### config.mk
export PLATFORM = sky130hd
export DESIGN_NAME = swmf_cell
export DESIGN_NICKNAME = d
export VERILOG_FILES = /design/src/hdl/swmf_pkg.sv /design/src/hdl/swmf_cell.sv
export SDC_FILE = /design/constraint.sdc
export NUM_CORES = 1
export LEC_CHECK = 0
export BUFFER_PORTS_ARGS = -buffer_cell sky130_fd_sc_hd__buf_2
export CORE_UTILIZATION = 47
export CTS_BUF_LIST = sky130_fd_sc_hd__clkbuf_8
export DETAILED_ROUTE_END_ITERATION = 8
export GPL_ROUTABILITY_DRIVEN = 1
export PLACE_DENSITY = 0.82
export SLEW_MARGIN = 40
export SYNTH_ARGS = -nofsm -noshare
export SYNTH_HDL_FRONTEND = slang
export SYNTH_SLANG_ARGS = --single-unit
### constraint.sdc
create_clock -name clk -period 3.66 [get_ports clk]
set_input_delay 0.732 -clock clk [delete_from_list [all_inputs] [get_ports clk]]
set_output_delay 0.732 -clock clk [all_outputs]
set_load 0.02 [all_outputs]
### src/hdl/swmf_pkg.sv
// Shared types and constants for the sliding-window maximum filter.
package swmf_pkg;

	localparam int CFG_W = 7;
	localparam int APB_AW = 2;
	localparam int APB_DW = 32;

	localparam logic [APB_AW-1:0] ADDR_WINDOW_LENGTH = 2'd0;

	typedef enum logic {
		ST_IDLE,
		ST_WORK
	} state_t;

	typedef struct packed {
		logic clear;
		logic shift;
		logic insert;
	} cell_cmd_t;

endpackage

### src/hdl/swmf_cell.sv
// One queue cell: holds a value, its row position and a valid flag.
module swmf_cell
	import swmf_pkg::*;
#(
	parameter int DATA_WIDTH = 32,
	parameter int POS_W = 7
) (
	input  logic                  clk,
	input  logic                  arst_n,
	input  cell_cmd_t             cmd,
	input  logic [DATA_WIDTH-1:0] new_data,
	input  logic [POS_W-1:0]      new_pos,
	input  logic                  nbr_valid,
	input  logic [DATA_WIDTH-1:0] nbr_data,
	input  logic [POS_W-1:0]      nbr_pos,
	input  logic                  prev_keep,
	output logic                  valid,
	output logic [DATA_WIDTH-1:0] data,
	output logic [POS_W-1:0]      pos,
	output logic                  keep
);

	logic                  valid_q;
	logic [DATA_WIDTH-1:0] data_q;
	logic [POS_W-1:0]      pos_q;
	logic                  take;

	// keep entries strictly greater than the incoming sample
	assign keep = valid_q && ($signed(data_q) > $signed(new_data));
	assign take = !keep && prev_keep;

	always_ff @(posedge clk or negedge arst_n) begin
		if (!arst_n) begin
			valid_q <= 1'b0;
		end else if (cmd.clear) begin
			valid_q <= 1'b0;
		end else if (cmd.shift) begin
			valid_q <= nbr_valid;
		end else if (cmd.insert) begin
			valid_q <= keep || take;
		end
	end

	always_ff @(posedge clk) begin
		if (cmd.shift) begin
			data_q <= nbr_data;
			pos_q  <= nbr_pos;
		end else if (cmd.insert && take) begin
			data_q <= new_data;
			pos_q  <= new_pos;
		end
	end

	assign valid = valid_q;
	assign data  = data_q;
	assign pos   = pos_q;

endmodule

==> flow_summary.toml, run 1 <==
[floorplanning]
floorplan.die_area_mm2 = 0.00556
die-width_um = 74.5
floorplan.initialDensity_pct = 48.7
row_count = 26
height_of_the_chip_um = 74.5
core_area_mm2 = 0.00507
design.portCount = 126

[layout]
mostFrequentLayoutCell = "buf_2"
final_cell_mix = "buf_2 (124), edfxtp_1 (39), nand2_1 (37)"
fin_nets = 485
area_growth_syn_to_layout_pct = 33.8
num_antenna_cells = 0
share_of_layout_cells_above_drive_strength_1_pct = 40.9
n_fill_cell = 453

[grt]
antenna_found_initial = 0
grt_util_all_layers_pct = 19.9
grt_start_max_net_pins = 39
first_global_vias = 1978
grt_pass1_wl_um = 8270
global_route.overflow_total = 0

[routing]
route.layer.met1.wl_um = 2370
dr.first_iter.drc_count = 88
detail_route.first_pass.iterations = 5
maxUsedRoutingLayer = "met4"
routed-wl-met2_um = 2780
viasPerCell = 4.97
drc = 0
route.detailed.wl_per_inst_um = 12.5
ant_nets = 0
finalWirelength_um = 5480
detailroute.wirelength.met3_um = 279
via_count = 2183

[clock_network]
tritoncts_clock_tree = "done"
cts_htree_levels = 2
clock_transition_time_at_the_flip_flop_clock_pins_of_the_worst_setup_and_hold_paths_ps = 70
clk_root_buf = "clkbuf_8"
clk-insertion-delay-late_ps = 280
cts.sinks = 40
numCtsBuffers = 5
cts-root-to-sink-buffers = 2

[timing]
fin_hold_ws_ps = 209
fin_tns_setup_ps = 0
timing_max_transition_violations_final = 0
final.setup_skew_ps = 4.71
timing.max_slew.rel_slack_pct = 61.2
worst_pin_slew_ps = 582
final-setup-viol-count = 0
final_hold_viol_count = 0
finalCritPeriodShare_pct = 97.7
achievable-frequency_ghz = 0.280
layout_min_cycle_time_ps = 3580

[synthesis]
post-synth-top-area-fraction_pct = 47.3
synth_area_leaders = "edfxtp_1 (47%), ha_1 (16%), o21ai_0 (6.5%), nand2_1 (5.6%), inv_1 (5.2%)"
register_bit_total_from_synthesis = 40
netlist_area_mm2 = 0.00247
number_of_unique_standard_cell_types_used_by_synthesis = 29
netlist_instances = 238
synth_largest_area_cell = "edfxtp_1"
yosys_warns = 0
synth-seq-area-share_pct = 48.4
syn_nets = 355
synth.avg_cell_area_um2 = 10.4

[place]
place.gp.congestion = 0.734
dp_hpwl_um = 4330
io_buffers = 125

[min_path]
class_of_the_tightest_hold_or_removal_check = "input port to asynchronous set/reset pin"

[setup_path]
timing.critical_path.to_type = "output port"
critical_path.max_fanout = 3
worst_path_arrival_time_ps = 2850
worst-endpoint-required_ps = 2930
cp_class = "input port to output port"
startpoint_type = "input port"

[power]
fin_total_pwr_mw = 1.15
peakVddDrop_v = 0.000208
power_density_mw_per_mm2 = 347
total_leakage_power_nw = 1.69

[status]
status = "finished, final reports clean"

[run]
timing.max_cap.violations = 0
==> repair_timing <==
item / 4_1_cts / 5_1_grt
resized for setup: 0 / 2
setup buffers: 0 / 2
setup endpoints to repair: 0 / 1
hold buffers: 0 / 0
==> final cells by class <==
type	instances	area (um2)	share of cell area, %
Clock inverter	3	11.3	0.340
Multi-Input combinational cell	156	1130	34.2
Sequential cell	40	1200	36.1
Timing Repair Buffer	131	686	20.7
Inverter	34	128	3.85
Clock buffer	5	68.8	2.08
Tap cell	70	87.6	2.65
==> state kept, by name, indices dropped and copies added (netlist names) <==
| signal | flops |
|---|---|
| pos | 7 |
| data | 32 |
| valid | 1 |
==> cells by family (layout without fill, tap and decap cells) <==
| family | after synthesis | in the layout | share of synthesized area, % |
|---|---|---|---|
| flip-flops | 40 | 40 | 48.4 |
| AO/OA/AOI/OAI | 60 | 60 | 15.1 |
| multiplexers | 8 | 8 | 3.64 |
| AND/OR/NAND/NOR | 56 | 56 | 10.4 |
| buffers and inverters | 42 | 173 | 6.37 |
| adder cells (fa/ha/maj) | 32 | 32 | 16.2 |
==> cell usage after synthesis, drive strengths merged <==
library cell and number:
nor4 2, dfrtp 1, buf 1, o31a 1, a21boi 1, o21ai 32, edfxtp 39, nor2 3
a21o 5, a221o 1, a41o 2, ha 32, or4b 1, o21a 2, nand3 3, and3b 1
inv 34, clkbuf 7, o211ai 2, mux2 8, nand4 7, a311oi 1, nor2b 2, nand2 37
a2111o 1, a21oi 11, o221ai 1
==> metal layers <==
layer | up-vias | track usage [%]
li1 | 1116 | -
met3 | 4 | 4.61
met5 | - | 0
met2 | 74 | 35.3
met4 | 0 | 6.29
met1 | 989 | 23.7
==> report_power, final <==
| part | leakage (nW) | total, mW | internal [mW] | switching (mW) |
|---|---|---|---|---|
| registers | 0.407 | 0.572 | 0.553 | 0.0191 |
| logic | 1.24 | 0.308 | 0.135 | 0.174 |
| clock network | 0.0482 | 0.267 | 0.127 | 0.140 |
| total | 1.69 | 1.15 | 0.815 | 0.333 |
==> final timing paths <==
kind | start | to | slack (ps) | cells past startpoint
max in group asynchronous | arst_n | valid | 3370 | 1
setup / recovery | new_data[17] | keep | 80 | 10
hold / removal | arst_n | valid | 210 | 1
min in group clk | cmd[2] | valid | 600 | 2
hold reg to reg | valid | valid | 750 | 3
setup reg to reg | data[17] | pos[2] | 720 | 8
==> worst max-delay path: stages <==
cell	delay, ps
buf_2	70
inv_1	40
ha_1	300
a41o_1	240
a21oi_1	130
o221ai_1	130
a2111o_1	420
or4b_4	550
nand2_1	90
buf_4	140
==> stage by stage <==
stage	std cells	instance area [um2]	setup WS (ps)	util, %
after floorplan	238	2470	46.0	-
after global placement	429	3200	70.1	63.1
after detailed placement	429	3200	35.4	63.1
after CTS	437	3280	20.9	64.6
after global routing	439	3310	-18.0	65.2
final	439	3310	82.4	65.2
Note: power is estimated with default switching activity, not from simulation.
==> run 2: changes to the inputs <==
CORE_UTILIZATION = 46   (was 47)
CTS_BUF_LIST = not set   (was sky130_fd_sc_hd__clkbuf_8)
PLACE_DENSITY = 0.81   (was 0.82)
==> run 2 against run 1 <==
  * Clock skew grew 2.0 ps
  * Wire length grew 2.4%
  * Highest routed layer unchanged
  * Clock-buffer cell count grew 3
  * Register-to-register slack is essentially flat
  * Sequential cell count is the same
  * Worst setup slack gained 36 ps
  * Clock power grew 12%
==> flow_summary.toml, run 2 (synthesis gave the netlist of run 1 again) <==
[clock_network]
cts_hold_buffers = 0
cts_htree_levels = 2
tritoncts_clock_tree = "done"
cts-root-to-sink-buffers = 2
cts.sinks = 40
ctsResizeCount = 0
clock_transition_time_at_the_flip_flop_clock_pins_of_the_worst_setup_and_hold_paths_ps = 70
numCtsBuffers = 5
clk_root_buf = "clkbuf_8"
post-cts-setup-buffers = 0
clk-insertion-delay-late_ps = 280

[grt]
antenna_found_initial = 0
grt_pass1_wl_um = 8580
global_route.overflow_total = 0
grt_start_max_net_pins = 42
grt_util_all_layers_pct = 20.3
first_global_vias = 2087

[timing]
worst_pin_slew_ps = 702
achievable-frequency_ghz = 0.282
layout_min_cycle_time_ps = 3540
rsz0062_at_grt = "false"
fin_hold_ws_ps = 205
fin_tns_setup_ps = 0
final.setup_skew_ps = 6.74
final-setup-viol-count = 0
timing.max_slew.rel_slack_pct = 53.2
timing_max_transition_violations_final = 0
finalCritPeriodShare_pct = 96.8
final_hold_viol_count = 0

[layout]
fin_nets = 485
largest_register_ff_count = 32
n_fill_cell = 443
multi_input_gate_area_mm2 = 0.00113
mostFrequentLayoutCell = "buf_2"
share_of_layout_cells_above_drive_strength_1_pct = 41.5
num_antenna_cells = 0
layout.area.seq_mm2 = 0.00120
final_cell_area_mm2 = 0.00330
area_growth_syn_to_layout_pct = 33.5
instances_no_fill = 439
final_cell_mix = "buf_2 (124), edfxtp_1 (39), nand2_1 (37)"

[setup_path]
critPathMaxStageDelay_ps = 530
critical-path-top-cell-by-count = "nand2_1"
worst_path_arrival_time_ps = 2810
regToRegSetupSlack_ps = 730
r2r_start = "data[14]"
cp_slowest_cell = "or4b_4"
startpoint_type = "input port"
r2r.worst_path.cells = 8
worstSetupPathDepth = 10
critPathTopFamily = "compound AO/OA/AOI/OAI gates"
cp_class = "input port to output port"
critical_path.n_buffers_inverters = 3
timing.critical_path.from = "new_data[14]"
critical_path.max_fanout = 3
timing.rr.end = "data[8]"
timing.critical_path.to_type = "output port"
cp_cell_sequence = "buf_2 > inv_1 > ha_1 > a21oi_2 > nand2_1 > a221o_1 > o31a_1 > or4b_4 > nand2_1 > buf_4"
worst-endpoint-required_ps = 2930

[place]
io_buffers = 125
place.gp.congestion = 0.776
placedCellCount = 431
place_area_mm2 = 0.00320
dp_hpwl_um = 4530

[run]
timing.max_cap.violations = 0

[power]
peakVddDrop_v = 0.000198
fin_total_pwr_mw = 1.17
total_leakage_power_nw = 1.69
power_density_mw_per_mm2 = 355

[floorplanning]
row_count = 26
height_of_the_chip_um = 75.3
floorplan.die_area_mm2 = 0.00567
design.portCount = 126
floorplan.initialDensity_pct = 48.1
core_area_mm2 = 0.00514
die-width_um = 75.3

[routing]
via_count = 2173
route.detailed.wl_per_inst_um = 12.8
detail_route.first_pass.iterations = 4
drc = 0
finalWirelength_um = 5610
ant_nets = 0
viasPerCell = 4.95
dr.first_iter.drc_count = 67

[status]
status = "finished, final reports clean"

[min_path]
class_of_the_tightest_hold_or_removal_check = "input port to asynchronous set/reset pin"
## run 2: worst max-delay path by stage
stage	end	slack (ps)
final	keep	120
after global routing	keep	6
after CTS	keep	30
after detailed placement	keep	30
after global placement	keep	70
after floorplan	data[0]	50
## run 2: power breakdown
| part | leakage (nW) | internal [mW] | switching (mW) |
|---|---|---|---|
| clock network | 0.0455 | 0.154 | 0.145 |
| registers | 0.407 | 0.553 | 0.0192 |
| logic | 1.24 | 0.129 | 0.174 |
| total | 1.69 | 0.836 | 0.338 |
## run 2: stage by stage
step / worst slack, ps / util (%)
global route: 5.78 / 64.3
detailed placement: 33.4 / 62.3
finish: 118 / 64.3
global placement: 71.4 / 62.3
floorplan: 46.0 / -
CTS: 30.3 / 64.1
## run 2: area by class of cell
cell class / instances / area share [%]
clock buffer: 8 / 2.73
inverter: 34 / 3.86
multi-input combinational: 156 / 34.2
sequential: 40 / 36.2
tap: 70 / 2.65
timing repair buffer: 131 / 20.4
## run 2: worst reg2reg max path: cells and delay by family, from the launching register on
kind,cells,cell delay (ps)
compound gates,4,1100
buf+inv,1,220
fa+ha+maj,1,340
flops,1,410
simple gates,2,590
## run 2: per-layer routing
layer	routed length [um]	vias to the layer above	track usage, %
met1	2390	976	21.8
met5	0	-	0
met2	2880	81	38.1
met4	40	0	7.41
met3	298	2	5.42
li1	-	1114	-
==> run 3: changes to the inputs <==
ABC_AREA = 1   (was not set)
PLACE_DENSITY = 0.8   (was 0.81)
TNS_END_PERCENT = 5   (was not set)
==> run 3 against run 2 <==
  * Die area rose by 2.6%
  * Clock skew up 1.3 ps
  * Area after synthesis rose by 2.6%
  * Fmax rose by 20%
  * Register-to-register slack improved by 420 ps
  * Sequential power barely moved
  * Clock-buffer cell count decreased by 3
  * Design area increased by 3.1%
  * Combinational power grew 4%
  * Synthesized cell count rose by 24%
==> flow_summary.toml, run 3 <==
[status]
status = "finished, final reports clean"

[synthesis]
fraction_of_the_mapped_netlist_area_in_adder_cells_pct = 15.8
yosys_warns = 0
synth.most_common_cell = "nand2_1"
synth_edf_count = 39
synthXorXnorAreaFrac_pct = 0
syn_nets = 411
yosys-mux-area-fraction_pct = 0
commonest_cells_in_the_netlist = "nand2_1 (99), edfxtp_1 (39), inv_1 (37), o21ai_0 (33), ha_1 (32)"
post-synth-top-area-fraction_pct = 46.1
netlist_instances = 294
synth-main-ff-cell = "edfxtp_1"
synth_area_leaders = "edfxtp_1 (46%), ha_1 (16%), nand2_1 (15%), o21ai_0 (6.5%), inv_1 (5.5%)"
synth.avg_cell_area_um2 = 8.63
netlist_area_mm2 = 0.00254
synth_simple_gate_area_share_pct = 19.2
synth_top_family_by_area = "simple AND/OR/NAND/NOR gates"
synth_largest_area_cell = "edfxtp_1"
register_bit_total_from_synthesis = 40
synth_compound_area_share_pct = 10.2
number_of_unique_standard_cell_types_used_by_synthesis = 24
synth_async_sr_flop_share_pct = 2.50
synth-seq-area-share_pct = 47.1

[grt]
grt_util_all_layers_pct = 22.1
global_route.overflow_total = 0
first_global_vias = 2320
antenna_found_initial = 0
grt_start_max_net_pins = 49
grt_pass1_wl_um = 10100

[floorplanning]
die-width_um = 76.3
row_count = 26
core_area_mm2 = 0.00520
floorplan.die_area_mm2 = 0.00582
floorplan.initialDensity_pct = 48.8
height_of_the_chip_um = 76.3
design.portCount = 126

[routing]
viasPerCell = 4.75
finalWirelength_um = 6020
drc = 0
detail_route.first_pass.iterations = 4
dr.first_iter.drc_count = 89
via_count = 2337
ant_nets = 0
route.detailed.wl_per_inst_um = 12.2

[place]
dp_hpwl_um = 4840
place.gp.congestion = 0.753
dp_slack_ps = 700
io_buffers = 125

[layout]
final_cell_mix = "buf_2 (125), nand2_1 (98), edfxtp_1 (39)"
fin_nets = 538
share_of_layout_cells_above_drive_strength_1_pct = 35.5
num_antenna_cells = 0
area_growth_syn_to_layout_pct = 34.1
largest_register_ff_count = 32
mostFrequentLayoutCell = "buf_2"

[power]
peakVddDrop_v = 0.000212
power_density_mw_per_mm2 = 409
total_leakage_power_nw = 1.84

[setup_path]
cp_class = "input port to output port"
cp_cell_sequence = "buf_2 > inv_1 > ha_1 > a21oi_1 > o21a_2 > nand2_1 > a21oi_1 > nand2_1 > nand2_1 > nand3_2 > inv_1 > buf_2"
timing.critical_path.to_type = "output port"
worst_path_arrival_time_ps = 2210
critical_path.n_buffers_inverters = 4
worst-endpoint-required_ps = 2930
critical-path-top-cell-by-count = "nand2_1"
startpoint_type = "input port"
critPathTopFamily = "compound AO/OA/AOI/OAI gates"
critPathMaxStageDelay_ps = 330
cp_slowest_cell = "ha_1"
critical_path.max_fanout = 4

[clock_network]
clk-insertion-delay-late_ps = 300
cts-root-to-sink-buffers = 2
cts_htree_levels = 2
tritoncts_clock_tree = "done"
post-cts-setup-buffers = 0
clk_root_buf = "clkbuf_8"
clock_transition_time_at_the_flip_flop_clock_pins_of_the_worst_setup_and_hold_paths_ps = 80
numCtsBuffers = 5
cts_hold_buffers = 0
ctsResizeCount = 0
cts.sinks = 40

[timing]
worst_pin_slew_ps = 437
final_hold_viol_count = 0
finalWorstSetupSlack_ps = 719
layout_min_cycle_time_ps = 2940
rsz0062_at_grt = "false"
final.setup_skew_ps = 8.03
timing_max_transition_violations_final = 0
fin_tns_setup_ps = 0
achievable-frequency_ghz = 0.340
finalCritPeriodShare_pct = 80.4
final-setup-viol-count = 0
timing.max_slew.rel_slack_pct = 70.8

[run]
timing.max_cap.violations = 0

[min_path]
class_of_the_tightest_hold_or_removal_check = "input port to asynchronous set/reset pin"
run 3: changes by cell type after synthesis, sizes merged, moves of 4 or more:
cell   delta
a21o      -4
inv       +9
nand4     -5
mux2      -8
nand2    +63
nor2      +9
run 3: per-layer routing:
metal	track usage, %	wire length [um]	part of all wire (%)	up-vias
met4	7.69	80	1.3	0
met5	0	0	0	-
li1	-	-	-	1216
met3	5.75	403	6.7	7
met2	38.4	2970	49	84
met1	26.4	2570	43	1030
run 3: metrics by stage:
stage                     total power [mW]  hold slack (ps)  instance area [um2]  util [%]  cells
after floorplan                      0.777              436                 2540         -    294
after global placement               0.890              513                 3250      62.4    484
after detailed placement             0.902              512                 3250      62.4    484
after CTS                             1.40              187                 3400      65.4    492
after global routing                  1.46              180                 3400      65.4    492
final                                 1.39              193                 3400      65.4    492
run 3: worst paths after layout:
path	cells past startpoint	start	slack, ps	endpoint
max	12	new_data[31]	720	keep
max in group asynchronous	1	arst_n	3380	valid
min	1	arst_n	190	valid
min in group clk	2	valid	560	valid
max reg2reg	10	data[31]	1150	pos[2]
min reg2reg	2	valid	560	valid
run 3: cell families (layout without fill, tap and decap cells):
group	after synthesis	count (layout)
and+or+nand+nor	120	120
AOI/OAI and AO/OA	50	50
adders and majority gates	32	32
buffers and inverters	52	180
DFF	40	40
run 3: cell type report:
| cell class | count | area [um2] |
|---|---|---|
| Clock inverter | 3 | 90.1 |
| Fill cell | 453 | 1800 |
| Tap cell | 70 | 87.6 |
| Sequential cell | 40 | 1200 |
| Inverter | 44 | 165 |
| Timing Repair Buffer | 128 | 648 |
| Multi-Input combinational cell | 202 | 1150 |
| Clock buffer | 5 | 68.8 |
run 3: where the power goes:
group          leakage [nW]  switching (mW)  total [mW]  internal [mW]
clock network        0.0784           0.160       0.501          0.341
logic                  1.35           0.192       0.316          0.124
registers             0.408          0.0210       0.575          0.554
total                  1.84           0.372        1.39           1.02
run 3: worst reg2reg max path, cell delays in order, from the launching register on:
cell and delay (ps):
edfxtp_1 430, ha_1 340, a21oi_1 170, o21a_2 140, nand2_1 50, a21oi_1 190, nand3_1 140, nand3_2 110
nand3_1 80, nand2_2 210, buf_4 330
